$ cat src/rtl/core/plwo_pkg.sv
// plwo_pkg: constants and word types shared by the log pipeline
// no dependencies; used by every module of pixel_log_with_offset
package plwo_pkg;

  localparam int OFFSET_BITS = 48;
  localparam int LOGQ_BITS   = 24;
  localparam int MANT_BITS   = 31;
  localparam int LOG2_FRAC   = 30;
  localparam int LN2_FRAC    = 40;
  localparam int E_W         = 8;

  localparam logic [39:0] LN2_Q40 = 40'hB1_7217_F7D2;
  localparam logic [31:0] LN2_Q32 = 32'hB172_17F8;

  typedef struct packed {
    logic                  vld;
    logic                  nonpos;
    logic signed [E_W-1:0] e;
  } ctl_t;

  typedef struct packed {
    logic [MANT_BITS:0]   m;
    logic [LOG2_FRAC-1:0] frac;
  } mant_t;

endpackage

$ cat src/rtl/core/plwo_sq_stage.sv
// plwo_sq_stage: one squaring step of the bit-serial log2, one fraction bit per stage
// depends on plwo_pkg
module plwo_sq_stage (
  input  logic            clk,
  input  logic            rst_n,
  input  logic            en,
  input  plwo_pkg::ctl_t  ctl_i,
  input  plwo_pkg::mant_t mant_i,
  output plwo_pkg::ctl_t  ctl_o,
  output plwo_pkg::mant_t mant_o
);

  localparam int MB   = plwo_pkg::MANT_BITS;
  localparam int LF   = plwo_pkg::LOG2_FRAC;
  localparam int SQ_W = 2 * MB + 2;

  logic [SQ_W-1:0] sq, sq_rnd;
  logic [MB+1:0]   t;
  logic            up;
  plwo_pkg::mant_t mant_nxt;
  plwo_pkg::ctl_t  ctl_r;
  plwo_pkg::mant_t mant_r;

  assign sq     = SQ_W'(mant_i.m) * SQ_W'(mant_i.m);
  assign sq_rnd = sq + (SQ_W'(1) << (MB - 1));
  assign t      = sq_rnd[SQ_W-1:MB];
  assign up     = t[MB+1];

  always_comb begin
    mant_nxt.m    = up ? t[MB+1:1] : t[MB:0];
    mant_nxt.frac = {mant_i.frac[LF-2:0], up};
  end

  always_ff @(posedge clk) begin
    if (!rst_n) begin
      ctl_r.vld <= 1'b0;
    end else if (en) begin
      ctl_r <= ctl_i;
    end
  end

  always_ff @(posedge clk) begin
    if (en) begin
      mant_r <= mant_nxt;
    end
  end

  assign ctl_o  = ctl_r;
  assign mant_o = mant_r;

endmodule

$ cat config.mk
export PLATFORM = sky130hd
export DESIGN_NAME = plwo_sq_stage
export DESIGN_NICKNAME = d
export VERILOG_FILES = /design/src/rtl/core/plwo_pkg.sv /design/src/rtl/core/plwo_sq_stage.sv
export SDC_FILE = /design/constraint.sdc
export NUM_CORES = 2
export LEC_CHECK = 0
export ABC_AREA = 1
export BUFFER_PORTS_ARGS = -buffer_cell sky130_fd_sc_hd__buf_2
export CAP_MARGIN = 20
export CORE_MARGIN = 10
export CORE_UTILIZATION = 55
export DETAILED_ROUTE_END_ITERATION = 10
export PLACE_DENSITY_LB_ADDON = 0.25
export SYNTH_ARGS = -nofsm -noshare
export SYNTH_HDL_FRONTEND = slang
export SYNTH_SLANG_ARGS = --single-unit
$ cat constraint.sdc
create_clock -name clk -period 9.4 [get_ports clk]
set_clock_uncertainty 0.1 [all_clocks]
set_input_delay 0.94 -clock clk [delete_from_list [all_inputs] [get_ports clk]]
set_output_delay 0.94 -clock clk [all_outputs]
set_load 0.01 [all_outputs]
Word-level counts from Yosys, hierarchy flattened --
Cells that the tools add are included. Widths: inputs -> output; s select.
Storage, ports and cells: output and inout port bits 72, bits in registers 72, logic and storage cells 10, input bits 75
Operators by class: multipliers 1, mux-type cells 1, add/sub/neg operators 1, reductions and logical operators 1
Operators with widths (number):
- $add 64x31->64 const B | 1
- $mul 32x32->64 | 1
- $mux 31 | 1
- $reduce_and 2->1 | 1

Longest topological paths before layout --
word-level depth 3, gate-level depth with buffers 35

Least setup slack after synthesis --
OpenSTA, ideal clock, no wires.
kind input-to-reg, start input mant_i[49] in the netlist's numbering, end register mant_r, in the netlist mant_o[51], data pin, library setup time 253 ps, path buffers 3, stages on the path 29, data arrival time 7136 ps, data required time 9047 ps, path slack 1910 ps, path through clkbuf_1 buf_1 nand2_1 fa_1 inv_1 fa_1 inv_1 fa_1 fa_1 inv_1 fa_1 fa_1 fa_1 inv_1 fa_1 inv_1 ha_1 nand2_1 nor2_2 nand2_1 inv_2 nand2_1 nor3_2 nand2_2 nand3_1 nand2_4 buf_4 nand3_1 nand2_1
RTL lines:
- start, declared | line plwo_sq_stage.sv:8 | input plwo_pkg::mant_t mant_i,
- end signal, assigned | line plwo_sq_stage.sv:44 | mant_r <= mant_nxt;
- end, declared | line plwo_sq_stage.sv:22 | plwo_pkg::mant_t mant_r;

==> results.md <==
* DR DRC count at 0
* Rel. slew slack at 0.364
* Area of the multi-input gates at 26100 um^2
* PortBufs at 145
* Initial core utilization at 0.554
* Leading area contributor after synthesis: fa_1
* Placed cells at 5033
* Seq/Total Area, Yosys at 0.0631
* Hold Violations, Final at 0
* Fraction of layout cells with a size suffix above 1 at 0.0486
* Post-route setup TNS at 0 ns
* Antenna violations before repair at 0
* CP endpoint kind: flip-flop
* # H-tree levels at 3
* Synth warn at 0
* Yosys top cell area share at 0.475
* Chip height at 269 um
* Worst Setup Start Kind: primary input
* Root Buffer Master: clkbuf_16
* Final HPWL DP at 71700 um
* Die area at 72300 um^2
* Total congestion overflow at 0
* CTS resizes at 0
* Crit-path max FO at 33
* Drt pass-1 iters at 6
* CTS Sinks at 72
* Final Cycle Share at 0.871
* Wirelength per Cell at 16.3 um
* Xor/xnor share of the synthesized area at 0.0105
* GRT Overall Usage at 0.242
* Total Wirelength at 82500 um
* Fillers at 5671
* Met1 WL at 34100 um
* Post-CTS setup buffers at 0
* Area Overhead vs Synth at 5.33%
* Post-cts hold buffer count at 0
* DR vias/cell at 4.91
* Non-filler cells, final at 5049
* Worst-Skew Late Latency at 0.33 ns
* Max-Cap Viols at 0
* Ant diodes at 0
* Adder-Cell Fraction of Synth Area at 0.585
* Clock Tree Buf Depth at 2
* Average size of a mapped cell at 8.16 um^2
* Core area at 61500 um^2
* Clock-pin slew of the registers on the worst-case setup and hold paths at 0.06 ns
* Met2 Routed Length at 41600 um
* Highest clock rate at 0.122 GHz
* Most frequent cells in the layout: 1448 x inv_1, 1030 x nand2_1, 808 x fa_1
* Post-synthesis mux area share at 0
* EDFF count, synth at 71
* Primary FF master, synth: edfxtp_1
* Main combinational cell family by area after synthesis: adder cells
* CP Class: primary input to flip-flop
* Min-Delay Path Class: flip-flop to flip-flop
* Final setup vio count at 0
* Yosys reg bits at 72
* Simple-Gate Fraction of Synth Area at 0.147
* Worst Tran Pin Value at 0.954 ns
* Mapped cell area at 34100 um^2
* Cell variety after synth at 35
* Placer Congestion at 0.976
* Num CTS Buffers at 9
* Die width at 269 um
* WL met3 at 4140 um
* RSZ-0062 raised after global routing: no
* CP arrival at 8.15 ns
* Post-DRT Antenna Nets at 0
* Reg area at 2150 um^2
* Vias in the first global route at 27.2k
* Async SR Flop Fraction at 0
* Post-Syn Nets at 5364
* Final nets at 5439
* Status: complete, no violations
* Slew Limit Fails at 0
* Gate Count Post-Synth at 4179
* First-pass GRT wire length at 138000 um
* TritonCTS clock tree: yes
* Most common cell after layout, fill and taps aside: inv_1
* Top Metal Used: met4
* I/O Pins at 147
* Num rows at 91
* Synth area leaders: fa_1 47%, inv_1 16%, nand2_1 11%
* DR vias at 24.8k
* R2R Setup Slk at 8.64 ns
* Initial DRC Count at 1463
* Crit path required time at 9.37 ns
* Largest net degree at the start of global routing at 66
* Post-synthesis compound-gate area fraction at 0.0217
* Final Critical Period at 8.19 ns
worst max-delay path, stage by stage:
cell and delay [ns]:
buf_2 0.69, nand2_1 0.18, fa_1 0.55, fa_1 0.57, inv_1 0.07, fa_1 0.57, inv_1 0.07, fa_1 0.50
inv_1 0.05, fa_1 0.54, fa_1 0.43, fa_1 0.49, inv_1 0.05, fa_1 0.47, inv_1 0.04, ha_1 0.42
nand2_1 0.15, nor2_2 0.17, nand2_1 0.13, inv_2 0.10, nand2_1 0.09, nor3_2 0.13, nand2_2 0.12, nand2_2 0.10
nand2_2 0.06, nand2_4 0.26, o21ai_0 0.15
flip-flops by register name, summed over array words and instances (netlist names):
register and flops:
ctl_o 10, mant_o 62
through the flow:
stage                     area, um^2   util  hold slack, ns  setup WS [ns]
after global placement         35600  0.578           0.423          0.930
after CTS                      35900  0.584           0.452           1.23
final                          35900  0.584           0.445           1.21
after global routing           35900  0.584           0.483          0.788
after floorplan                34100      -           0.455           1.91
after detailed placement       35600  0.578           0.429          0.888
worst paths after layout:
| path | from | endpoint | cells past startpoint |
|---|---|---|---|
| worst max-delay path | mant_i[39] | mant_o[32] | 27 |
| worst min-delay path | ctl_o[9] | ctl_o[9] | 2 |
| worst max register to register | ctl_o[9] | ctl_o[9] | 2 |
| worst min register to register | ctl_o[9] | ctl_o[9] | 2 |
cell usage after synthesis, types with 4 or more instances:
library cell,instances
o21ai_0,26
o21bai_1,23
ha_1,302
xnor2_1,15
nor3_1,14
inv_1,1448
xor2_1,26
or2_2,4
nor2_1,105
nand4_1,19
nand2_2,5
a21oi_1,71
fa_1,808
edfxtp_1,71
nand2_1,1030
clkbuf_1,93
nor4_1,5
buf_1,7
nand3_1,75
layout make-up:
cell class | count | share of cell area
repair buffers | 170 | 0.0254
clock inverters | 7 | 0.00335
clock buffers | 9 | 0.00627
flip-flops and latches | 72 | 0.0600
multi-input cells | 2550 | 0.726
well taps | 790 | 0.0275
inverters | 1451 | 0.152
cell families after synthesis:
group | after synthesis
buf+inv | 1557
simple gates | 1268
fa+ha+maj | 1110
compound gates | 131
flops | 72
xor+xnor | 41
per-layer routing:
layer,vias to the layer above,GRT usage
li1,11800,-
met1,12200,0.311
met2,649,0.425
met3,133,0.0305
met4,0,0.0692
met5,-,0
Power is left out: the tool's default activity adds up to more than one toggle a clock period on the data nets, which glitch-free logic cannot reach.
