`config.mk`:
```
export PLATFORM = sky130hd
export DESIGN_NAME = plwo_back
export DESIGN_NICKNAME = d
export VERILOG_FILES = /design/src/rtl/core/plwo_pkg.sv /design/src/rtl/core/plwo_back.sv
export SDC_FILE = /design/constraint.sdc
export NUM_CORES = 1
export LEC_CHECK = 0
export BUFFER_PORTS_ARGS = -buffer_cell sky130_fd_sc_hd__buf_2
export CORE_MARGIN = 4
export CORE_UTILIZATION = 55
export DETAILED_ROUTE_END_ITERATION = 10
export HOLD_SLACK_MARGIN = 0.06
export PLACE_DENSITY = 0.72
export SLEW_MARGIN = 10
export SYNTH_ARGS = -nofsm -noshare
export SYNTH_HDL_FRONTEND = slang
export SYNTH_SLANG_ARGS = --single-unit
```
`constraint.sdc`:
```
create_clock -name clk -period 12.8 [get_ports clk]
set_input_delay 0 -clock clk [delete_from_list [all_inputs] [get_ports clk]]
set_output_delay 0 -clock clk [all_outputs]
set_load 0.1 [all_outputs]
```
`src/rtl/core/plwo_pkg.sv`:
```
// plwo_pkg: constants and word types shared by the log pipeline
// no dependencies; used by every module of pixel_log_with_offset
package plwo_pkg;

  localparam int OFFSET_BITS = 48;
  localparam int LOGQ_BITS   = 24;
  localparam int MANT_BITS   = 31;
  localparam int LOG2_FRAC   = 30;
  localparam int LN2_FRAC    = 40;
  localparam int E_W         = 8;

  localparam logic [39:0] LN2_Q40 = 40'hB1_7217_F7D2;
  localparam logic [31:0] LN2_Q32 = 32'hB172_17F8;

  typedef struct packed {
    logic                  vld;
    logic                  nonpos;
    logic signed [E_W-1:0] e;
  } ctl_t;

  typedef struct packed {
    logic [MANT_BITS:0]   m;
    logic [LOG2_FRAC-1:0] frac;
  } mant_t;

endpackage

```
`src/rtl/core/plwo_back.sv`:
```
// plwo_back: scaling by ln 2, rounding, saturation and the output register
// depends on plwo_pkg
module plwo_back #(
  parameter int FRAC_BITS = 16
) (
  input  logic                                clk,
  input  logic                                rst_n,
  input  logic                                en,
  input  plwo_pkg::ctl_t                      ctl_i,
  input  plwo_pkg::mant_t                     mant_i,
  output logic                                out_vld,
  output logic [plwo_pkg::LOGQ_BITS-1:0]      log_q,
  output logic                                non_positive
);

  localparam int EW    = plwo_pkg::E_W;
  localparam int LF    = plwo_pkg::LOG2_FRAC;
  localparam int LQ    = plwo_pkg::LOGQ_BITS;
  localparam int PE_W  = EW + 41;
  localparam int PF_W  = plwo_pkg::LN2_FRAC;
  localparam int PP_W  = LF + 32;
  localparam int ACC_W = PE_W + 2;
  localparam int SH    = plwo_pkg::LN2_FRAC - FRAC_BITS;

  localparam logic signed [ACC_W-1:0] RND = {{(ACC_W-1){1'b0}}, 1'b1} << (SH - 1);
  localparam logic signed [ACC_W-1:0] HI  = {{(ACC_W-LQ+1){1'b0}}, {(LQ-1){1'b1}}};
  localparam logic signed [ACC_W-1:0] LO  = -HI;

  logic signed [PE_W-1:0]  pe_nxt, pe_r;
  logic [PP_W-1:0]         pf_full;
  logic [PF_W-1:0]         pf_r;
  plwo_pkg::ctl_t          ctl_r;
  logic signed [ACC_W-1:0] acc, res, sat;
  logic [LQ-1:0]           log_nxt, log_r;
  logic                    vld_r, np_r;

  assign pe_nxt  = ctl_i.e * $signed({1'b0, plwo_pkg::LN2_Q40});
  assign pf_full = PP_W'(mant_i.frac) * PP_W'(plwo_pkg::LN2_Q32);

  always_ff @(posedge clk) begin
    if (!rst_n) begin
      ctl_r.vld <= 1'b0;
    end else if (en) begin
      ctl_r <= ctl_i;
    end
  end

  always_ff @(posedge clk) begin
    if (en) begin
      pe_r <= pe_nxt;
      pf_r <= pf_full[PP_W-1 -: PF_W];
    end
  end

  assign acc = {{(ACC_W-PE_W){pe_r[PE_W-1]}}, pe_r}
             + {{(ACC_W-PF_W){1'b0}}, pf_r} + RND;
  assign res = acc >>> SH;

  always_comb begin
    if (res > HI) begin
      sat = HI;
    end else if (res < LO) begin
      sat = LO;
    end else begin
      sat = res;
    end
    if (ctl_r.nonpos) begin
      log_nxt = {1'b1, {(LQ-1){1'b0}}};
    end else begin
      log_nxt = sat[LQ-1:0];
    end
  end

  always_ff @(posedge clk) begin
    if (!rst_n) begin
      vld_r <= 1'b0;
    end else if (en) begin
      vld_r <= ctl_r.vld;
    end
  end

  always_ff @(posedge clk) begin
    if (en) begin
      log_r <= log_nxt;
      np_r  <= ctl_r.nonpos;
    end
  end

  assign out_vld      = vld_r;
  assign log_q        = log_r;
  assign non_positive = np_r;

endmodule

```
# Word level (Yosys, flattened, before mapping)
# Cells that the tools add are included.
# op_classes
n_addsub	2
multipliers	2
n_div	0
magnitude_cmp	2
n_eq_ne	0
shift	0
n_mux	2
n_bitwise	0
reduce_logical	1
# op_table
cell	n
$mul 30x29->59 const B	1
$add 50x25->51 const B	1
$add 49x41->50	1
$mul 8x40->48 const B	1
$mux 24	2
$gt 27x24->1 const B	1
$lt 27x24->1 const B	1
$reduce_and 2->1	1
# word_totals
regBits	116
latchBits	0
ramBits	0
romBits	0
inputBits	75
output_inout_bits	26
word_cells	16
memories	0

# Logic depth before layout (Yosys ltp)
# Gate-level depths: netlist of the first run.
# depth
word_depth	5
depth_mapped	29
depth_no_buf	28

# Worst setup path before layout of the first run
# No wires, ideal clock.
# synth_path
kind	input to register
from	in mant_i[21] (netlist name)
to	reg pf_r[33] (data pin)
setup_ns	0.266
arrival_time_ns	6.596
t_required_ns	12.534
setup_slack_ns	5.938
stages	27
n_path_buf	1
path_cell_list	inv_1 -> fa_1 -> inv_1 -> fa_1 -> fa_1 -> inv_1 -> fa_1 -> inv_1 -> fa_1 -> fa_1 -> fa_1 -> inv_1 -> fa_1 -> inv_1 -> ha_1 -> clkbuf_1 -> a21o_1 -> a21o_1 -> a21oi_1 -> a31o_2 -> o21ai_1 -> o21ai_1 -> o311ai_1 -> nand2_1 -> o21ai_1 -> a21boi_0 -> xnor2_1
# synth_via
elab_chain_len	1
# synth_lines
item	line_no	text
start, declared	plwo_back.sv:10	input plwo_pkg::mant_t mant_i,
$mul 30x29->59	plwo_back.sv:38	assign pf_full = PP_W'(mant_i.frac) * PP_W'(plwo_pkg::LN2_Q32);
net pf_full[55]	plwo_back.sv:30	logic [PP_W-1:0] pf_full;
end signal, assigned	plwo_back.sv:51	pf_r <= pf_full[PP_W-1 -: PF_W];
end, declared	plwo_back.sv:31	logic [PF_W-1:0] pf_r;
# The timed path passes the listed nets, and every way through them passes these cells.
# A chain may end at the register's enable or synchronous reset.

# Final worst setup path of the first run
# layout_path
from	in mant_i[19] (netlist name)
to	reg pf_r[33] (data pin)
# Same word-level chain as after synthesis.

==> out/qor.txt, run 1 <==
Routed wire length -> 61000 microns
RR Startpoint -> pe_r[22]$_DFFE_PP_
Antenna Nets Post-Route -> 0
Hold wc startpoint -> ctl_i[7]
FP Rows -> 78
Syn Inst Count -> 2484
CTS Buf Count -> 17
WP data arrival -> 7.82 ns
Fin crit share -> 0.598
Yosys Warn Count -> 0
Share of post-route cells with drive strength above 1 -> 0.0551
Outcome -> complete, no violations
Net count after synthesis -> 3475
Clock transition at path regs -> 0.06 ns
Vias per cell -> 5.68
Crit path max fanout -> 9
Distinct cells, synth -> 90
Fin crit period -> 7.65 ns
Flop-to-flop setup slack -> 8.64 ns
GRT Total Usage -> 0.252
Die area -> 50100 sq um
Max Clk Rate -> 0.131 GHz
Post_cts resized -> 0
Mean Syn Cell Area -> 10.3 sq um
Final core occ -> 0.596
Async set or reset register ratio after synthesis -> 0
Setup Buffers After CTS -> 0
Max-cap viol count -> 0
Worst-Skew Late Latency -> 0.42 ns
Synthesized area -> 25600 sq um
Gr ovfl total -> 0
Bufs on Longest Clock Path -> 2
Antenna Cells -> 0
Clock tree from TritonCTS -> done
Hold path depth -> 2
Via Count -> 17949
Hold EP -> pe_r[47]$_DFFE_PP_
Critical Path RT -> 12.96 ns
Startpoint class of the critical path -> input port
Commonest register cell after synthesis -> edfxtp_1
Slew HR -> 0.457
Post-synthesis register bit count -> 115
Pre-antenna DRT Iters -> 7
Core area -> 45700 sq um
Routed len/inst -> 19.3 microns
Register area share after synthesis -> 0.134
Starting Density -> 0.561
First-pass GRT wire length -> 101000 microns
Height of the chip -> 224 microns
Initial DRC Count -> 1089
Kind of critical path -> input port to flip-flop
Largest net degree at the start of global routing -> 68
Final HPWL DP -> 53200 microns
Drt drc -> 0
Worst hold path type -> input port to flip-flop
Max Slew Vio Count -> 0
H-tree levels -> 4
Boundary Pins -> 101
R2R depth -> 13
Input/output buffers -> 68
Setup tns final -> 0 ns
Count of final setup violators -> 0
Initial antenna violation count -> 0
Reg2reg end -> log_q[0]$_SDFFCE_PP0P_
Clock Sinks -> 115
RSZ-0062 raised after global routing -> no
Worst Tran Pin Value -> 0.814 ns
Nets@finish -> 3537
GP Congestion -> 0.946
Placed cell count -> 3121
Vias in the first global route -> 19307
Clock skew -> 0.0134 ns
Layout area overhead -> 6.38%
DIE WIDTH -> 224 microns
CTS root buf -> clkbuf_16
Non-filler cells, final -> 3159
Post-synth EDFFs -> 113
Final Hold Viols -> 0
Critical Path End Type -> flip-flop
==> critical path: stages <==
cell and delay, ns:
buf_2 0.34, inv_1 0.30, fa_1 0.59, inv_1 0.10, fa_1 0.48, fa_1 0.53
inv_1 0.05, fa_1 0.48, inv_1 0.06, fa_1 0.52, fa_1 0.45, fa_1 0.55
inv_1 0.05, fa_1 0.49, inv_1 0.04, ha_1 0.40, a21o_1 0.15, a21o_1 0.10
a21oi_1 0.09, a31o_2 0.26, o21ai_1 0.12, o21ai_1 0.21, o311ai_1 0.57, nand2_1 0.17
o21ai_1 0.35, a21boi_0 0.18, xnor2_1 0.16
==> through the flow <==
step | cell area, sq um | hold slack (ns) | setup slack [ns]
3_5_place_dp | 26600 | 0.181 | 4.73
6_report | 27200 | 0.0882 | 5.15
2_1_floorplan | 25600 | 0.0989 | 5.94
5_1_grt | 27200 | 0.122 | 4.76
4_1_cts | 27200 | 0.0670 | 5.16
3_3_place_gp | 26600 | 0.181 | 4.84
==> placed cells by master, fill, tap and decap left out, types with 7 or more instances in the layout <==
cell type,count
fa_1,399
nand2b_1,19
clkbuf_16,17
nand4_1,25
ha_1,517
o21bai_1,19
a21o_1,75
edfxtp_1,113
o21a_1,16
and3_1,10
nor2b_1,17
nor3_1,18
o21ai_1,8
xnor2_1,76
nand3_1,40
and2_1,11
buf_2,67
nor4_1,7
a211oi_1,7
inv_1,549
xor2_1,26
o211ai_1,9
o21ai_0,61
nor2_1,84
nand2_1,80
a21oi_1,134
==> worst max path at each step <==
stage	slack, ns	cells after the start	end	start
2_1_floorplan	5.94	27	pf_r[33]$_DFFE_PP_	mant_i[21]
3_3_place_gp	4.84	25	pf_r[33]$_DFFE_PP_	mant_i[16]
3_5_place_dp	4.73	27	pf_r[33]$_DFFE_PP_	mant_i[19]
4_1_cts	5.16	27	pf_r[33]$_DFFE_PP_	mant_i[19]
5_1_grt	4.76	25	pf_r[37]$_DFFE_PP_	mant_i[16]
6_report	5.15	27	pf_r[33]$_DFFE_PP_	mant_i[19]
==> flip-flops by register name, indices dropped and copies added, names as in the netlist <==
| register | flops |
|---|---|
| pf_r | 39 |
| out_vld | 1 |
| log_q | 24 |
| ctl_r | 2 |
| pe_r | 48 |
| non_positive | 1 |
==> per-layer routing <==
metal	routed length (microns)	vias to the layer above	GRT usage
met1	27000	8978	0.357
met2	29200	484	0.418
met3	3680	91	0.0409
li1	-	8396	-
met5	0	-	0
met4	1170	0	0.0495
==> cells in the mapped netlist (all sizes together) (7+ instances only) <==
master | n | area (sq um)
a211oi | 7 | 52.6
a21o | 76 | 578
a21oi | 139 | 722
a31oi | 8 | 71.3
and2 | 11 | 68.8
and3 | 10 | 62.6
buf | 8 | 42.5
clkbuf | 24 | 91.3
edfxtp | 113 | 3390
fa | 399 | 7990
ha | 517 | 6470
inv | 549 | 2060
nand2 | 82 | 313
nand2b | 19 | 119
nand3 | 40 | 200
nand4 | 26 | 169
nor2 | 84 | 315
nor2b | 17 | 106
nor3 | 19 | 100
nor4 | 9 | 77.6
o211ai | 9 | 67.6
o21a | 16 | 120
o21ai | 71 | 370
o21bai | 19 | 143
o31ai | 7 | 57.6
xnor2 | 76 | 666
xor2 | 26 | 228
==> cells by family (layout without fill, tap and decap cells) <==
family,count (synthesis),count (layout),share of synthesized area
simple gates,351,351,0.0700
compound gates,413,413,0.108
fa+ha+maj,916,916,0.565
buf+inv,581,656,0.0857
flops,115,115,0.134
xor+xnor,102,102,0.0349
mux,6,6,0.00239
==> what timing repair did <==
| action | in CTS | in global routing |
|---|---|---|
| hold buffers | 6 | 0 |
| endpoints found under the hold margin | 7 | 0 |
| endpoints found under the setup margin | 0 | 0 |
==> final cells by class <==
| cell class | instances | area (sq um) |
|---|---|---|
| clock buffer | 17 | 425 |
| clock inverter | 15 | 181 |
| fill | 3845 | 18400 |
| inverter | 549 | 2060 |
| multi-input combinational | 1788 | 20000 |
| sequential | 115 | 3430 |
| tap | 600 | 751 |
| timing repair buffer | 75 | 410 |
Power of run 1 is left out: the tool's default activity adds up to more than one toggle a clock period on the data nets, which glitch-free logic cannot reach.
==> inputs of run 2 (changes only) <==
--- a/config.mk
+++ b/config.mk
@@ -5,12 +5,13 @@
 export SDC_FILE = /design/constraint.sdc
 export NUM_CORES = 1
 export LEC_CHECK = 0
+export ABC_AREA = 1
 export BUFFER_PORTS_ARGS = -buffer_cell sky130_fd_sc_hd__buf_2
 export CORE_MARGIN = 4
 export CORE_UTILIZATION = 55
 export DETAILED_ROUTE_END_ITERATION = 10
 export HOLD_SLACK_MARGIN = 0.06
-export PLACE_DENSITY = 0.72
+export PLACE_DENSITY = 0.75
 export SLEW_MARGIN = 10
 export SYNTH_ARGS = -nofsm -noshare
 export SYNTH_HDL_FRONTEND = slang
==> constraint.sdc (replaced) <==
create_clock -name clk -period 7.04 [get_ports clk]
set_input_delay 0 -clock clk [delete_from_list [all_inputs] [get_ports clk]]
set_output_delay 0 -clock clk [all_outputs]
set_load 0.1 [all_outputs]
==> run 2 against run 1 <==
  * Wire length is 21% higher
  * Critical path type unchanged
  * Critical endpoint is now pf_r[37]$_DFFE_PP_
  * Utilization grew 0.33 points
  * Critical path depth fell by 2
  * Clock-buffer cell count did not move
==> out/qor.txt, run 2 <==
Outcome -> complete, no violations
RR Startpoint -> pf_r[34]$_DFFE_PP_
Most instantiated library cell after synthesis -> inv_1
GR peak layer -> met2
Fin crit period -> 6.62 ns
M3 GR Usage -> 0.0317 (-0.00918)
Pre-antenna DRT Iters -> 6 (-1)
Startpoint class of the critical path -> input port
Mean Syn Cell Area -> 8.44 sq um (-18%)
Antenna Nets Post-Route -> 0 (unchanged)
Fin crit share -> 0.941
Input/output buffers -> 68 (unchanged)
H-tree levels -> 4 (unchanged)
Gr ovfl total -> 0 (unchanged)
Clock transition at path regs -> 0.07 ns (about the same)
Post-synth top cells -> 883 x inv_1, 611 x nand2_1, 517 x ha_1
Final WS setup -> 0.416 ns (-4.73 ns)
Clock Sinks -> 115 (unchanged)
CP startpoint -> mant_i[22]
Commonest non-fill, non-tap cell in the layout -> inv_1
Fin area -> 30000 sq um (+10%)
Reg2reg end -> log_q[20]$_SDFFCE_PP0P_
Critical Path RT -> 7.28 ns (-5.68 ns)
Distinct cells, synth -> 43 (-52%)
Placed cell areas -> 29300 sq um (+10%)
Setup WS pre-CTS -> -0.241 ns (-4.97 ns)
Drt drc -> 0 (unchanged)
Kind of critical path -> input port to flip-flop
Flop-to-flop setup slack -> 3.25 ns (-5.39 ns)
Vias in the first global route -> 22367 (+16%)
Clock skew -> 0.0196 ns (+0.00620 ns)
Register area share after synthesis -> 0.123 (-0.0108)
Yosys top cell area share -> 0.287 (-0.0250)
Antenna Cells -> 0 (unchanged)
Count of final setup violators -> 0 (unchanged)
Nets@finish -> 4427 (+25%)
Via Count -> 21675 (+21%)
Net count after synthesis -> 4289 (+23%)
RSZ-0062 raised after global routing -> no
Met2 Usage GRT -> 0.484 (+0.0660)
CTS Buf Count -> 17 (unchanged)
Initial DRC Count -> 1373 (+26%)
Worst Tran Pin Value -> 0.968 ns (+0.154 ns)
First-pass GRT wire length -> 118000 microns (+17%)
Initial antenna violation count -> 0 (unchanged)
Area leader, netlist -> fa_1
Boundary Pins -> 101 (unchanged)
Die area -> 54300 sq um (+8.4%)
Final HPWL DP -> 65600 microns (+23%)
Largest register FFs -> 48 (unchanged)
Most flops, register -> pe_r
Synthesized area -> 27800 sq um (+8.7%)
Syn Inst Count -> 3298 (+33%)
Worst hold path type -> input port to flip-flop
Async set or reset register ratio after synthesis -> 0 (unchanged)
Setup Buffers After CTS -> 0 (unchanged)
Yosys Warn Count -> 0 (unchanged)
Max Slew Vio Count -> 0 (unchanged)
R2R depth -> 17 (+4)
Setup tns final -> 0 ns (unchanged)
Final Hold Viols -> 0 (unchanged)
Max Clk Rate -> 0.151 GHz
WP data arrival -> 6.86 ns (-0.96 ns)
Post-synthesis register bit count -> 115 (unchanged)
FP Rows -> 82 (+5.1%)
Commonest non-fill, non-tap cells in the layout -> 883 x inv_1, 611 x nand2_1, 517 x ha_1
CTS root buf -> clkbuf_16
Share of post-route cells with drive strength above 1 -> 0.0484 (-0.00668)
Core area -> 50100 sq um (+9.6%)
Starting Density -> 0.556 (-0.00456)
Worst-Skew Late Latency -> 0.44 ns (+0.02 ns)
Largest net degree at the start of global routing -> 83 (+22%)
End point of the critical path -> pf_r[37]$_DFFE_PP_
Bufs on Longest Clock Path -> 2 (unchanged)
Height of the chip -> 233 microns (+4.1%)
GP Congestion -> 1.05 (+11%)
Routed wire length -> 73800 microns (+21%)
Final core occ -> 0.600 (+0.00334)
Largest cells by area after synthesis -> fa_1 29%, ha_1 23%, edfxtp_1 12%
Max-cap viol count -> 0 (unchanged)
Slew HR -> 0.355 (-0.102)
DIE WIDTH -> 233 microns (+4.1%)
Commonest register cell after synthesis -> edfxtp_1
Crit path max fanout -> 8 (-1)
Routed len/inst -> 17.9 microns (-7.2%)
GRT Total Usage -> 0.281 (+0.0288)
Vias per cell -> 5.26 (-7.4%)
Critical Path End Type -> flip-flop
Clock tree from TritonCTS -> done
Layout area overhead -> 7.86%
Post-synth EDFFs -> 113 (unchanged)
Grt met1 use -> 0.368 (+0.0115)
==> run 2: cell types whose count changed after synthesis, sizes merged, moves of 19 or more <==
cell and change:
xor2 +37, nor2 +115, nand3 +21, clkbuf -21, nand2 +530, xnor2 -41
a21oi +25, a31oi +23, a21o -62, nand2b -19, inv +335
==> run 2: cell families after synthesis <==
kind of cell,count (synthesis),synth area share
and+or+nand+nor,943,0.137
adders and majority gates,916,0.519
buffers and inverters,890,0.121
AOI/OAI and AO/OA,336,0.0692
DFF,115,0.123
xor gates and xnor gates,98,0.0308
==> run 2: cell type report <==
| cell class | count | area, sq um |
|---|---|---|
| multi-input combinational | 2293 | 21100 |
| fill | 4500 | 20000 |
| sequential | 115 | 3430 |
| inverter | 884 | 3320 |
| tap | 672 | 841 |
| timing repair buffer | 125 | 791 |
| clock buffer | 17 | 425 |
| clock inverter | 15 | 163 |
==> run 2: critical path: stages <==
cell      delay (ns)
buf_2           0.24
inv_1           0.11
fa_1            0.53
inv_1           0.12
fa_1            0.46
fa_1            0.52
inv_1           0.05
fa_1            0.50
inv_1           0.05
fa_1            0.52
fa_1            0.44
fa_1            0.54
inv_1           0.05
fa_1            0.49
inv_1           0.04
ha_1            0.37
nand2_1         0.12
nor2_1          0.19
inv_1           0.11
nor4_2          0.37
nand4_1         0.25
nand3_1         0.26
nand3_1         0.11
o211ai_1        0.11
xor2_1          0.30
==> run 2: worst min path at each step <==
stage / start / endpoint / slack, ns / cells after the start
2_1_floorplan: ctl_i[8] / ctl_r[8]$_DFFE_PP_ / 0.1 / 0
3_3_place_gp: ctl_i[8] / ctl_r[8]$_DFFE_PP_ / 0.18 / 1
3_5_place_dp: ctl_i[8] / ctl_r[8]$_DFFE_PP_ / 0.18 / 1
4_1_cts: ctl_i[3] / pe_r[4]$_DFFE_PP_ / 0.11 / 2
5_1_grt: ctl_i[7] / pe_r[47]$_DFFE_PP_ / 0.13 / 2
6_report: ctl_i[3] / pe_r[4]$_DFFE_PP_ / 0.12 / 2
==> run 2: through the flow <==
stage / std cells / hold WS [ns]
after floorplan: 3298 / 0.0989
after global placement: 4081 / 0.178
after detailed placement: 4081 / 0.184
after CTS: 4121 / 0.111
after global routing: 4121 / 0.127
final: 4121 / 0.121
==> run 2: timing repair <==
action                                 CTS  global route
resized for setup                        0             1
endpoints found under the hold margin   37             0
setup endpoints to repair                0             1
hold buffers                             8             0
==> run 2: metal layers <==
| metal | vias to the layer above | part of all wire |
|---|---|---|
| met3 | 156 | 0.049 |
| met2 | 655 | 0.48 |
| met1 | 10307 | 0.43 |
| met5 | - | 0 |
| li1 | 10557 | - |
| met4 | 0 | 0.042 |
Power of run 2 is left out for the same reason.
