[config.mk]
export PLATFORM = sky130hd
export DESIGN_NAME = plwo_front
export DESIGN_NICKNAME = d
export VERILOG_FILES = /design/src/rtl/core/plwo_pkg.sv /design/src/rtl/core/plwo_front.sv
export SDC_FILE = /design/constraint.sdc
export NUM_CORES = 1
export LEC_CHECK = 0
export BUFFER_PORTS_ARGS = -buffer_cell sky130_fd_sc_hd__buf_2
export CORE_ASPECT_RATIO = 1.1
export CORE_MARGIN = 4
export CORE_UTILIZATION = 40
export CTS_BUF_LIST = sky130_fd_sc_hd__clkbuf_4 sky130_fd_sc_hd__clkbuf_8 sky130_fd_sc_hd__clkbuf_16
export DETAILED_ROUTE_END_ITERATION = 8
export MAX_ROUTING_LAYER = met4
export PLACE_DENSITY_LB_ADDON = 0.1
export SLEW_MARGIN = 20
export SYNTH_ARGS = -nofsm -noshare
export SYNTH_HDL_FRONTEND = slang
export SYNTH_SLANG_ARGS = --single-unit
[constraint.sdc]
create_clock -name clk -period 3.32 [get_ports clk]
set_input_delay 0 -clock clk [delete_from_list [all_inputs] [get_ports clk]]
set_output_delay 0 -clock clk [all_outputs]
set_load 0.05 [all_outputs]
[src/rtl/core/plwo_pkg.sv]
// plwo_pkg: constants and word types shared by the log pipeline
// no dependencies; used by every module of pixel_log_with_offset
package plwo_pkg;

  localparam int OFFSET_BITS = 48;
  localparam int LOGQ_BITS   = 24;
  localparam int MANT_BITS   = 31;
  localparam int LOG2_FRAC   = 30;
  localparam int LN2_FRAC    = 40;
  localparam int E_W         = 8;

  localparam logic [39:0] LN2_Q40 = 40'hB1_7217_F7D2;
  localparam logic [31:0] LN2_Q32 = 32'hB172_17F8;

  typedef struct packed {
    logic                  vld;
    logic                  nonpos;
    logic signed [E_W-1:0] e;
  } ctl_t;

  typedef struct packed {
    logic [MANT_BITS:0]   m;
    logic [LOG2_FRAC-1:0] frac;
  } mant_t;

endpackage

[src/rtl/core/plwo_front.sv]
// plwo_front: offset add, leading-one search and mantissa normalization, four stages
// depends on plwo_pkg
module plwo_front #(
  parameter int PIXEL_BITS = 32,
  parameter int FRAC_BITS  = 16
) (
  input  logic                                        clk,
  input  logic                                        rst_n,
  input  logic                                        en,
  input  logic                                        in_vld,
  input  logic [PIXEL_BITS-1:0]                       pixel,
  input  logic signed [plwo_pkg::OFFSET_BITS-1:0]     offset,
  output plwo_pkg::ctl_t                              ctl_o,
  output plwo_pkg::mant_t                             mant_o
);

  localparam int OB     = plwo_pkg::OFFSET_BITS;
  localparam int MB     = plwo_pkg::MANT_BITS;
  localparam int EW     = plwo_pkg::E_W;
  localparam int SUM_W  = ((PIXEL_BITS + FRAC_BITS > OB) ? PIXEL_BITS + FRAC_BITS : OB) + 1;
  localparam int NGRP   = (SUM_W + 7) / 8;
  localparam int NGRP_W = $clog2(NGRP);
  localparam int SPAD_W = NGRP * 8;
  localparam int KK_W   = NGRP_W + 3;

  // stage 1: sum
  logic [SUM_W-1:0] sum_nxt;
  logic             np_nxt;
  logic             v1_r, np1_r;
  logic [SUM_W-1:0] s1_r;

  // stage 2: per-group leading one
  logic [SPAD_W-1:0] sp;
  logic [NGRP-1:0]   any_nxt;
  logic [2:0]        pos_nxt [NGRP];
  logic              v2_r, np2_r;
  logic [SUM_W-1:0]  s2_r;
  logic [NGRP-1:0]   any2_r;
  logic [2:0]        pos2_r [NGRP];

  // stage 3: leading-one position
  logic [NGRP_W-1:0] grp;
  logic [KK_W-1:0]   k_nxt;
  logic              v3_r, np3_r;
  logic [SUM_W-1:0]  s3_r;
  logic [KK_W-1:0]   k3_r;

  // stage 4: normalize
  logic [KK_W-1:0]  shl, shr;
  logic [SUM_W-1:0] s_shr;
  logic [MB:0]      m_nxt;
  plwo_pkg::ctl_t   ctl_nxt, ctl_r;
  plwo_pkg::mant_t  mant_r;

  assign sum_nxt = ({{(SUM_W-PIXEL_BITS){pixel[PIXEL_BITS-1]}}, pixel} << FRAC_BITS)
                 + {{(SUM_W-OB){offset[OB-1]}}, offset};
  assign np_nxt  = sum_nxt[SUM_W-1] | (sum_nxt == '0);

  always_ff @(posedge clk) begin
    if (!rst_n) begin
      v1_r <= 1'b0;
    end else if (en) begin
      v1_r <= in_vld;
    end
  end

  always_ff @(posedge clk) begin
    if (en) begin
      s1_r  <= sum_nxt;
      np1_r <= np_nxt;
    end
  end

  assign sp = SPAD_W'(s1_r);

  always_comb begin
    for (int g = 0; g < NGRP; g++) begin
      any_nxt[g] = |sp[g*8 +: 8];
      pos_nxt[g] = 3'd0;
      for (int b = 0; b < 8; b++) begin
        if (sp[g*8 + b]) begin
          pos_nxt[g] = 3'(b);
        end
      end
    end
  end

  always_ff @(posedge clk) begin
    if (!rst_n) begin
      v2_r <= 1'b0;
    end else if (en) begin
      v2_r <= v1_r;
    end
  end

  always_ff @(posedge clk) begin
    if (en) begin
      np2_r  <= np1_r;
      s2_r   <= s1_r;
      any2_r <= any_nxt;
      pos2_r <= pos_nxt;
    end
  end

  always_comb begin
    grp = '0;
    for (int g = 0; g < NGRP; g++) begin
      if (any2_r[g]) begin
        grp = NGRP_W'(g);
      end
    end
    k_nxt = {grp, pos2_r[grp]};
  end

  always_ff @(posedge clk) begin
    if (!rst_n) begin
      v3_r <= 1'b0;
    end else if (en) begin
      v3_r <= v2_r;
    end
  end

  always_ff @(posedge clk) begin
    if (en) begin
      np3_r <= np2_r;
      s3_r  <= s2_r;
      k3_r  <= k_nxt;
    end
  end

  assign shl   = KK_W'(MB) - k3_r;
  assign shr   = k3_r - KK_W'(MB);
  assign s_shr = s3_r >> shr;

  always_comb begin
    if (k3_r <= KK_W'(MB)) begin
      m_nxt = s3_r[MB:0] << shl;
    end else begin
      m_nxt = s_shr[MB:0];
    end
    ctl_nxt.vld    = v3_r;
    ctl_nxt.nonpos = np3_r;
    ctl_nxt.e      = EW'(k3_r) - EW'(FRAC_BITS);
  end

  always_ff @(posedge clk) begin
    if (!rst_n) begin
      ctl_r.vld <= 1'b0;
    end else if (en) begin
      ctl_r <= ctl_nxt;
    end
  end

  always_ff @(posedge clk) begin
    if (en) begin
      mant_r.m    <= m_nxt;
      mant_r.frac <= '0;
    end
  end

  assign ctl_o  = ctl_r;
  assign mant_o = mant_r;

endmodule

# After elaboration in Yosys (flattened, before gate mapping)
# Cells that the tools add are included.
# totals
register_bits	226
output_inout_bits	72
elab_cells	109
# classes
add_sub_neg	4
n_lt_le_gt_ge	2
shifts	2
muxes	46
bitwise_logic	2
n_reduce_logical	20
# ops
operator	count
3-bit two-way mux	19
48-bit by 48-bit adder with 49-bit output	1
49-bit logical NOT	1
49-bit by 6-bit right shift with 32-bit output	1
8-bit OR reduction	6
32-bit two-way mux	1
32-bit by 6-bit left shift with 32-bit output	1
2-bit two-way mux	12
4-bit OR reduction	6
1-bit two-way mux	13
2-bit OR reduction	6
3-bit binary-select mux with 3-bit select	1
6-bit by 5-bit subtractor with 7-bit output, second input constant	1
6-bit by 5-bit less-or-equal comparator with 1-bit output, second input constant	1
5-bit by 6-bit subtractor with 6-bit output, first input constant	1
6-bit by 5-bit subtractor with 6-bit output, second input constant	1
4-bit >= comparator, second input constant	1
3-bit inverter with 4-bit output	1
2-bit AND reduction	1
1-bit OR	1

# Longest topological paths before layout
# Gate-level depths: netlist (run 1).
# depth
ltp_word	10
depth_mapped	13

# Worst setup path after synthesis (run 1)
# No wires, ideal clock.
# synth_path
kind	input to register
start	input offset[16] (netlist bit)
end	register np1_r, data pin
setup_ns	0.180
arrival_time_ns	3.376
required_time_ns	3.140
slack_ns	-0.236
stages	11
path_buffers	0
cell_sequence	ha_1 -> fa_1 -> or4_1 -> nor3_1 -> or4b_1 -> nor3_2 -> or4b_1 -> nor4_2 -> or4b_1 -> or4_1 -> o41ai_2
# synth_between
elab_chain_cells	3
# synth_rtl
item	line	rtl
start, declared	plwo_front.sv:12	input logic signed [plwo_pkg::OFFSET_BITS-1:0] offset,
48-bit by 48-bit adder with 49-bit output	plwo_front.sv:56	+ {{(SUM_W-OB){offset[OB-1]}}, offset};
net sum_nxt[17]	plwo_front.sv:27	logic [SUM_W-1:0] sum_nxt;
49-bit logical NOT	plwo_front.sv:57	assign np_nxt = sum_nxt[SUM_W-1] | (sum_nxt == '0);
1-bit OR	plwo_front.sv:57	
net np_nxt	plwo_front.sv:28	logic np_nxt;
end signal, assigned	plwo_front.sv:70	np1_r <= np_nxt;
end, declared	plwo_front.sv:29	logic v1_r, np1_r;
# The timed path passes the listed nets, and every way through them passes these cells.
# A chain may end at the register's enable or synchronous reset.

# Final worst setup path (run 1)
# Ends and elaborated chain as after synthesis.

==> results of run 1 <==
how the worst min path moves through the flow:
stage / startpoint / to / slack (ns) / cells past startpoint
5_1_grt: en / mant_o[60] / 0.05 / 1
4_1_cts: offset[47] / s1_r[48] / 0.008 / 4
3_3_place_gp: offset[2] / s1_r[2] / 0.19 / 1
2_1_floorplan: offset[0] / s1_r[0] / 0.1 / 0
3_5_place_dp: offset[4] / s1_r[4] / 0.20 / 1
6_report: en / mant_o[60] / 0.03 / 1
through the flow:
stage | hold WS (ns) | total power, W | setup slack (ns)
6_report | 0.03297 | 0.008925 | -0.09353
5_1_grt | 0.05265 | 0.009399 | -0.1787
4_1_cts | 0.008355 | 0.009001 | -0.1968
3_5_place_dp | 0.1976 | 0.006510 | -0.7469
3_3_place_gp | 0.1933 | 0.006507 | -0.6645
2_1_floorplan | 0.09887 | 0.005494 | -0.1956
state kept, by name, indices dropped and copies added, names as in the netlist, 5 cells and up:
| name | flops |
|---|---|
| s1_r | 49 |
| s2_r | 49 |
| s3_r | 49 |
| mant_o | 32 |
| pos2_r | 18 |
| ctl_o | 9 |
| k3_r | 6 |
| any2_r | 5 |
repair_timing:
action                     4_1_cts  5_1_grt
gates resized for setup          0       11
hold buffers                    26        0
setup endpoints to repair        1        2
pin swaps                        0        0
hold endpoints to repair        26        0
critical path: stages:
cell and delay [ns]:
sky130_fd_sc_hd__buf_2 0.10, sky130_fd_sc_hd__ha_2 0.18, sky130_fd_sc_hd__fa_1 0.44, sky130_fd_sc_hd__or4_4 0.42, sky130_fd_sc_hd__nor3_2 0.11, sky130_fd_sc_hd__or4b_4 0.49
sky130_fd_sc_hd__nor3_4 0.15, sky130_fd_sc_hd__or4b_4 0.50, sky130_fd_sc_hd__nor4_4 0.14, sky130_fd_sc_hd__or4b_1 0.45, sky130_fd_sc_hd__or4_4 0.51, sky130_fd_sc_hd__o41ai_4 0.23
routing by layer:
layer	vias to the layer above	GRT usage	part of all wire	routed length [um]
met5	-	-	0	0
met1	4844	0.2413	0.42	14870
met3	52	0.01975	0.043	1526
met2	283	0.3360	0.51	18110
met4	0	0.06466	0.030	1078
li1	5173	-	-	-
layout make-up:
class                      count  area [sq um]
sequential                   223          6656
clock buffer                  30         628.1
clock inverter                12         93.84
multi-input combinational    955          6469
inverter                      24         90.09
tap                          432         540.5
timing repair buffer         264          1856
fill                        3093         16950
power breakdown:
part | internal (W) | switching [W]
Clock | 0.00142 | 0.00101
Combinational | 0.00110 | 0.00175
Sequential | 0.00349 | 0.000162
placed cells by master, fill, tap and decap left out, types with 27 or more instances in the layout:
cell                       count
sky130_fd_sc_hd__nor2_1      139
sky130_fd_sc_hd__o21ai_0      75
sky130_fd_sc_hd__buf_4       104
sky130_fd_sc_hd__a21oi_1     100
sky130_fd_sc_hd__edfxtp_1    219
sky130_fd_sc_hd__conb_1       30
sky130_fd_sc_hd__nand2_1     149
sky130_fd_sc_hd__buf_2       124
sky130_fd_sc_hd__mux4_2       27
sky130_fd_sc_hd__mux2i_1      90
sky130_fd_sc_hd__ha_1         33
synthesized netlist by cell type, types with 11 or more instances:
cell	n
sky130_fd_sc_hd__o211ai_1	14
sky130_fd_sc_hd__buf_1	17
sky130_fd_sc_hd__mux2i_1	90
sky130_fd_sc_hd__inv_1	22
sky130_fd_sc_hd__nor3_1	12
sky130_fd_sc_hd__mux4_2	27
sky130_fd_sc_hd__nand2_1	149
sky130_fd_sc_hd__buf_4	31
sky130_fd_sc_hd__clkbuf_1	55
sky130_fd_sc_hd__o21ai_0	75
sky130_fd_sc_hd__nor2_1	139
sky130_fd_sc_hd__a21oi_1	101
sky130_fd_sc_hd__edfxtp_1	219
sky130_fd_sc_hd__nor2b_1	16
sky130_fd_sc_hd__a211oi_1	23
sky130_fd_sc_hd__o22ai_1	19
sky130_fd_sc_hd__mux2_2	22
sky130_fd_sc_hd__xor2_1	11
sky130_fd_sc_hd__nand3_1	23
sky130_fd_sc_hd__xnor2_1	23
sky130_fd_sc_hd__a31oi_1	12
sky130_fd_sc_hd__a22oi_1	13
sky130_fd_sc_hd__a21o_1	11
sky130_fd_sc_hd__ha_1	35
cell families (layout without fill, tap and decap cells):
| family | count (synthesis) | in the layout |
|---|---|---|
| compound gates | 323 | 323 |
| xor+xnor | 34 | 34 |
| fa+ha+maj | 36 | 36 |
| buf+inv | 129 | 330 |
| flops | 223 | 223 |
| mux | 139 | 139 |
| other cells | 1 | 30 |
| simple gates | 393 | 393 |
==> metrics.md, run 1 <==
| Metric | Value |
|---|---|
| Routed vias | `approximately 10000` |
| Final Hold Vio Count | `0` |
| Maximum level of the CTS H-tree | `1` |
| Worst relative slew slack | `0.4768` |
| Number of cells on the worst reg-to-reg path | `10` |
| Ys Warns | `0` |
| Setup clock skew after layout | `between 0.01 and 0.015 ns` |
| Unrepaired setup endpoints after global routing | `true` |
| Fraction of layout cells with a size suffix above 1 | `0.2308` |
| Tightest Pin Transition | `0.7819 ns` |
| Synth area leaders | `sky130_fd_sc_hd__edfxtp_1 49%, sky130_fd_sc_hd__mux2i_1 6.7%, sky130_fd_sc_hd__mux4_2 4.5%` |
| Wire length of the first global-routing pass | `~56000 um` |
| Core Rows | `70` |
| Clock slew at the register clock pins of the worst setup and hold paths | `approximately 0.06 ns` |
| Parity-gate share of the synthesized area counting xor and xnor cells | `0.02203` |
| Avg Vias per Cell | `around 5.3` |
| Die boundary height | `200.8 um` |
| Main combinational cell family by area after synthesis | `compound AO/OA/AOI/OAI gates` |
| Accumulated negative setup slack | `-0.09353 ns` |
| Worst setup startpoint | `offset[16]` |
| Post-CTS setup buffer count | `0` |
| Final-stage net count | `1611` |
| Clock tree from TritonCTS | `built` |
| Number of buffers between clock root and the deepest sink | `3` |
| Static power due to leakage | `6.498 nW` |
| Number of input and output port buffers inserted | `125` |
| Fmax | `293.0 MHz` |
| Die ar. | `between 30000 and 40000 sq um` |
| Result of the run | `complete, but fails checks` |
| Post-synthesis instance total | `1278` |
| Share of synthesized cell area in and, or, nand and nor gates | `0.1294` |
| Post-DP Area | `approximately 15000 sq um` |
| Post-synthesis async set-or-reset flop share | `0` |
| Post-detailed-route wirelength per cell | `18.35 um` |
| Vias in the first global route | `just over 10000` |
| Final Setup Violations | `1` |
| Total DRC errors in the routed layout | `0` |
| Critical path type | `input port to flip-flop` |
| Number of nets still failing antenna checks after routing | `0` |
| Boundary pin count | `156` |
| Largest net degree at the start of global routing | `115` |
| Sequential share of the synthesized area | `0.4925` |
| Class of the tightest hold or removal check | `input port to flip-flop` |
| Synth Area in Adders | `0.03388` |
| Number of flops mapped to enable cells by yosys | `between 200 and 250` |
| Pwr/cell area | `546.4 nW/um^2` |
| RR Startpoint | `k3_r[0]` |
| Min cycle time layout | `between 3 and 4 ns` |
| Ratio of final minimum period to clock period | `1.028` |
| Synthesis-stage register bit count | `223` |
| Least setup slack across all paths after layout | `-0.09353 ns` |
| Top cell type's share of synthesized area | `0.4865` |
| Worst Setup EP | `np1_r` |
| Capturing element type of the critical path | `flip-flop` |
| Failing checks | `setup timing` |
| Number of DRC markers after the initial detailed-route iteration | `683` |
| Detailed-placement wirelength estimate | `27750 um` |
| Synthesis-to-finish area growth | `20.84%` |
| Arrival time at the worst endpoint | `roughly 3.7 ns` |
| Average instance area after synthesis | `between 10 and 15 sq um` |
| DRT Pass-1 Iters | `5` |
| Top_reg_cell synth | `sky130_fd_sc_hd__edfxtp_1` |
| Largest vdd supply drop | `around 0.00029 V` |
| Worst-case register-to-register setup slack | `0.23 ns` |
| Critical path fanouts, max | `2` |
| Utilization after layout | `0.4908` |
| Number of standard cells in the final layout excluding fillers | `1940` |
| Compound-Gate Fraction of Synth Area | `0.1474` |
| Kind of start point of the critical path | `input port` |
| Die width | `around 180 um` |
| GR Util All Layers | `0.1953` |
| GPL Wtd Cong | `approximately 0.9` |
| Biggest area consumer among synthesized cells | `sky130_fd_sc_hd__edfxtp_1` |
| Placed Cells | `1872` |
| Post-layout instance area | `16330 sq um` |
| Core area | `33280 sq um` |
| Total congestion overflow after global routing | `0` |
| Multiplexer fraction of the synthesized cell area | `0.1300` |
| Post-synthesis instance area | `13520 sq um` |
| Number of sinks on the clock net | `approximately 220` |
| Data required time at the worst endpoint | `3.64 ns` |
| Endpoint of the most critical register-to-register path | `mant_o[40]` |
| Total inserted antenna cells | `0` |
| Detailed-route wire length | `about 36000 um` |
| Starting density of the core | `0.4061` |
| Fin. max-slew vios | `0` |
| Antenna violations before repair | `0` |
| Max-capacitance violation count | `0` |
| Number of distinct library cell variants in the gate-level netlist after synthesis | `between 70 and 80` |
| Total CTS buffers | `23` |
| Cell chosen for the clock root | `sky130_fd_sc_hd__clkbuf_16` |
| Skew-Pair Late Insertion Delay | `0.52 ns` |
Power figures use the tool's default switching activity.
==> run 2: changes to the inputs <==
- CTS_BUF_LIST: sky130_fd_sc_hd__clkbuf_4 sky130_fd_sc_hd__clkbuf_8 sky130_fd_sc_hd__clkbuf_16 -> sky130_fd_sc_hd__clkbuf_2 sky130_fd_sc_hd__clkbuf_4 sky130_fd_sc_hd__clkbuf_8
==> run 2 against run 1 <==
Against the previous run:
- the run still ends with setup timing left
- sequential power is essentially flat
- die area stayed put
- sequential cell count is the same
- sequential share of layout area shrank 0.16 points
- largest cell class unchanged
- setup slack better by 0.032 ns
- register-to-register slack lost 0.06 ns
- highest routed layer unchanged
- maximum frequency grew 0.96%
- via count is 1.1% higher
- first-iteration DRC count grew 4.0%
- final cell count up 1.4%
==> metrics.md, run 2 (synthesis results as in run 1) <==
| Metric | Value |
|---|---|
| Fin. max-slew vios | `0 (unchanged)` |
| Min cycle time layout | `3.381 ns (was 3.414 ns)` |
| Number of input and output port buffers inserted | `125 (unchanged)` |
| Startpoint of the most critical hold path | `pixel[18] (was en)` |
| Final Setup Violations | `1 (unchanged)` |
| Cell chosen for the clock root | `sky130_fd_sc_hd__clkbuf_8 (was sky130_fd_sc_hd__clkbuf_16)` |
| Final-stage net count | `1631 (was 1611)` |
| Total DRC errors in the routed layout | `0 (unchanged)` |
| Skew-Pair Late Insertion Delay | `0.55 ns (was 0.52 ns)` |
| Commonest cells after routing, fill and taps aside | `219 x sky130_fd_sc_hd__edfxtp_1, 149 x sky130_fd_sc_hd__nand2_1, 139 x sky130_fd_sc_hd__nor2_1, 124 x sky130_fd_sc_hd__buf_2, 104 x sky130_fd_sc_hd__buf_4 (unchanged)` |
| Core area | `33280 sq um (unchanged)` |
| Critical path type | `input port to flip-flop (unchanged)` |
| Fraction of layout cells with a size suffix above 1 | `0.2396 (was 0.2308)` |
| Fillers | `3107 (was 3093)` |
| Core Rows | `70 (unchanged)` |
| Die ar. | `36800 sq um (unchanged)` |
| Worst-case register-to-register setup slack | `0.17 ns (was 0.23 ns)` |
| Arrival time at the worst endpoint | `3.73 ns (was 3.74 ns)` |
| Number of sinks on the clock net | `223 (unchanged)` |
| Number of standard cells in the final layout excluding fillers | `1968 (was 1940)` |
| Detailed-route wire length | `35960 um (was 35590 um)` |
| Clock tree from TritonCTS | `built (unchanged)` |
| Total power draw | `0.008842 W (was 0.008925 W)` |
| Post-detailed-route wirelength per cell | `18.27 um (was 18.35 um)` |
| Hold depth | `4 (was 1)` |
| Antenna violations before repair | `0 (unchanged)` |
| Pwr/cell area | `539.3 nW/um^2 (was 546.4 nW/um^2)` |
| Detailed-placement wirelength estimate | `27750 um (unchanged)` |
| Total CTS buffers | `36 (was 23)` |
| Number of cells on the worst reg-to-reg path | `10 (unchanged)` |
| Avg Vias per Cell | `5.316 (was 5.336)` |
| Max-capacitance violation count | `0 (unchanged)` |
| Capturing element type of the critical path | `flip-flop (unchanged)` |
| Total inserted antenna cells | `0 (unchanged)` |
| Starting density of the core | `0.4061 (unchanged)` |
| Setup Slack @ Placement | `-0.7469 ns (unchanged)` |
| Unrepaired setup endpoints after global routing | `true (unchanged)` |
| Routed vias | `10461 (was 10352)` |
| Failing checks | `setup timing (unchanged)` |
| Post-layout instance area | `16400 sq um (was 16330 sq um)` |
| Worst relative slew slack | `0.4846 (was 0.4768)` |
| Total congestion overflow after global routing | `0 (unchanged)` |
| Result of the run | `complete, but fails checks (unchanged)` |
| Static power due to leakage | `6.550 nW (was 6.498 nW)` |
| Largest vdd supply drop | `0.0002102 V (was 0.0002850 V)` |
| Largest net degree at the start of global routing | `115 (unchanged)` |
| Class of the tightest hold or removal check | `input port to flip-flop (unchanged)` |
| Placed Cells | `1872 (unchanged)` |
| RR Startpoint | `k3_r[0] (unchanged)` |
| Largest registers | `s1_r: 49 flops, s2_r: 49 flops, s3_r: 49 flops (unchanged)` |
| Most common cell after layout, fill and taps aside | `sky130_fd_sc_hd__edfxtp_1 (unchanged)` |
| Number of nets still failing antenna checks after routing | `0 (unchanged)` |
| Critical path fanouts, max | `2 (unchanged)` |
| Post-DP Area | `15290 sq um (unchanged)` |
| Clock slew at the register clock pins of the worst setup and hold paths | `0.06 ns (about the same)` |
| Kind of start point of the critical path | `input port (unchanged)` |
| Least setup slack across all paths after layout | `-0.06116 ns (was -0.09353 ns)` |
| Die width | `183.3 um (unchanged)` |
| DRT Pass-1 Iters | `5 (unchanged)` |
| Boundary pin count | `156 (unchanged)` |
| GPL Wtd Cong | `0.8900 (unchanged)` |
| Fmax | `295.8 MHz (was 293.0 MHz)` |
| Number of buffers between clock root and the deepest sink | `3 (unchanged)` |
| Data required time at the worst endpoint | `3.67 ns (was 3.64 ns)` |
| Vias in the first global route | `10279 (was 10167)` |
| Tightest Pin Transition | `0.7703 ns (was 0.7819 ns)` |
| Wire length of the first global-routing pass | `56790 um (was 56320 um)` |
| Number of DRC markers after the initial detailed-route iteration | `710 (was 683)` |
| Endpoint of the most critical register-to-register path | `mant_o[40] (unchanged)` |
| Maximum level of the CTS H-tree | `2 (was 1)` |
| Ratio of final minimum period to clock period | `1.018 (was 1.028)` |
| Setup clock skew after layout | `0.01553 ns (was 0.01110 ns)` |
| Synthesis-to-finish area growth | `21.30% (was 20.84%)` |
| Die boundary height | `200.8 um (unchanged)` |
| Utilization after layout | `0.4926 (was 0.4908)` |
| Final Hold Vio Count | `0 (unchanged)` |
| GR Util All Layers | `0.1976 (was 0.1953)` |
| Min-Delay Endpoint | `s1_r[34] (was mant_o[60])` |
-- run 2: cell types whose count changed in the layout (fill, tap and decap cells not counted) --
cell / previous run / this run
sky130_fd_sc_hd__clkbuf_4: 7 / 15
sky130_fd_sc_hd__clkinv_8: 0 / 2
sky130_fd_sc_hd__clkbuf_8: 1 / 37
sky130_fd_sc_hd__clkinv_1: 3 / 4
sky130_fd_sc_hd__inv_6: 2 / 1
sky130_fd_sc_hd__clkbuf_16: 23 / 0
sky130_fd_sc_hd__dlygate4sd3_1: 26 / 33
sky130_fd_sc_hd__clkinvlp_4: 2 / 0
-- run 2: critical path: stages --
cell                      delay, ns
sky130_fd_sc_hd__buf_2         0.10
sky130_fd_sc_hd__ha_2          0.18
sky130_fd_sc_hd__fa_1          0.44
sky130_fd_sc_hd__or4_4         0.42
sky130_fd_sc_hd__nor3_2        0.11
sky130_fd_sc_hd__or4b_4        0.49
sky130_fd_sc_hd__nor3_4        0.15
sky130_fd_sc_hd__or4b_4        0.50
sky130_fd_sc_hd__nor4_4        0.14
sky130_fd_sc_hd__or4b_1        0.44
sky130_fd_sc_hd__or4_4         0.51
sky130_fd_sc_hd__o41ai_4       0.23
-- run 2: per-layer routing --
metal	vias up	GRT usage	routed length (um)
met3	72	0.02519	1558
met2	305	0.3369	18100
met5	-	-	0
met4	0	0.06919	1229
li1	5208	-	-
met1	4876	0.2419	15080
-- run 2: stage by stage --
| step | TNS, ns | hold WS [ns] |
|---|---|---|
| 2_1_floorplan | -0.1956 | 0.09887 |
| 3_3_place_gp | -0.6645 | 0.1933 |
| 3_5_place_dp | -0.7469 | 0.1976 |
| 4_1_cts | -0.1583 | 0.01666 |
| 5_1_grt | -0.1449 | 0.07292 |
| 6_report | -0.06116 | 0.06840 |
-- run 2: report_power, final --
group,switching (W),leakage [nW],internal [W]
combinational,0.00175,4.01,0.00111
clock,0.00105,0.382,0.00127
sequential,0.000164,2.16,0.00349
-- run 2: how the worst max path moves through the flow --
stage / from / slack, ns / depth (start not counted) / end
global placement: offset[16] / -0.66 / 12 / np1_r
global route: offset[16] / -0.14 / 12 / np1_r
CTS: offset[16] / -0.16 / 12 / np1_r
finish: offset[16] / -0.06 / 12 / np1_r
detailed placement: offset[16] / -0.75 / 12 / np1_r
floorplan: offset[16] / -0.20 / 11 / np1_r
-- run 2: what timing repair did --
item	4_1_cts	5_1_grt
hold buffers	33	0
resized for setup	0	11
setup endpoints to repair	1	2
hold endpoints to repair	60	0
buffers inserted	0	0
-- run 2: final cells by class --
| class | count | area [sq um] | share of cell area |
|---|---|---|---|
| Timing Repair Buffer | 271 | 1926 | 0.1174 |
| Multi-Input combinational cell | 955 | 6469 | 0.3945 |
| Tap cell | 432 | 540.5 | 0.03297 |
| Clock inverter | 12 | 106.4 | 0.006487 |
| Inverter | 24 | 90.09 | 0.005495 |
| Clock buffer | 51 | 608.1 | 0.03709 |
| Sequential cell | 223 | 6656 | 0.4060 |
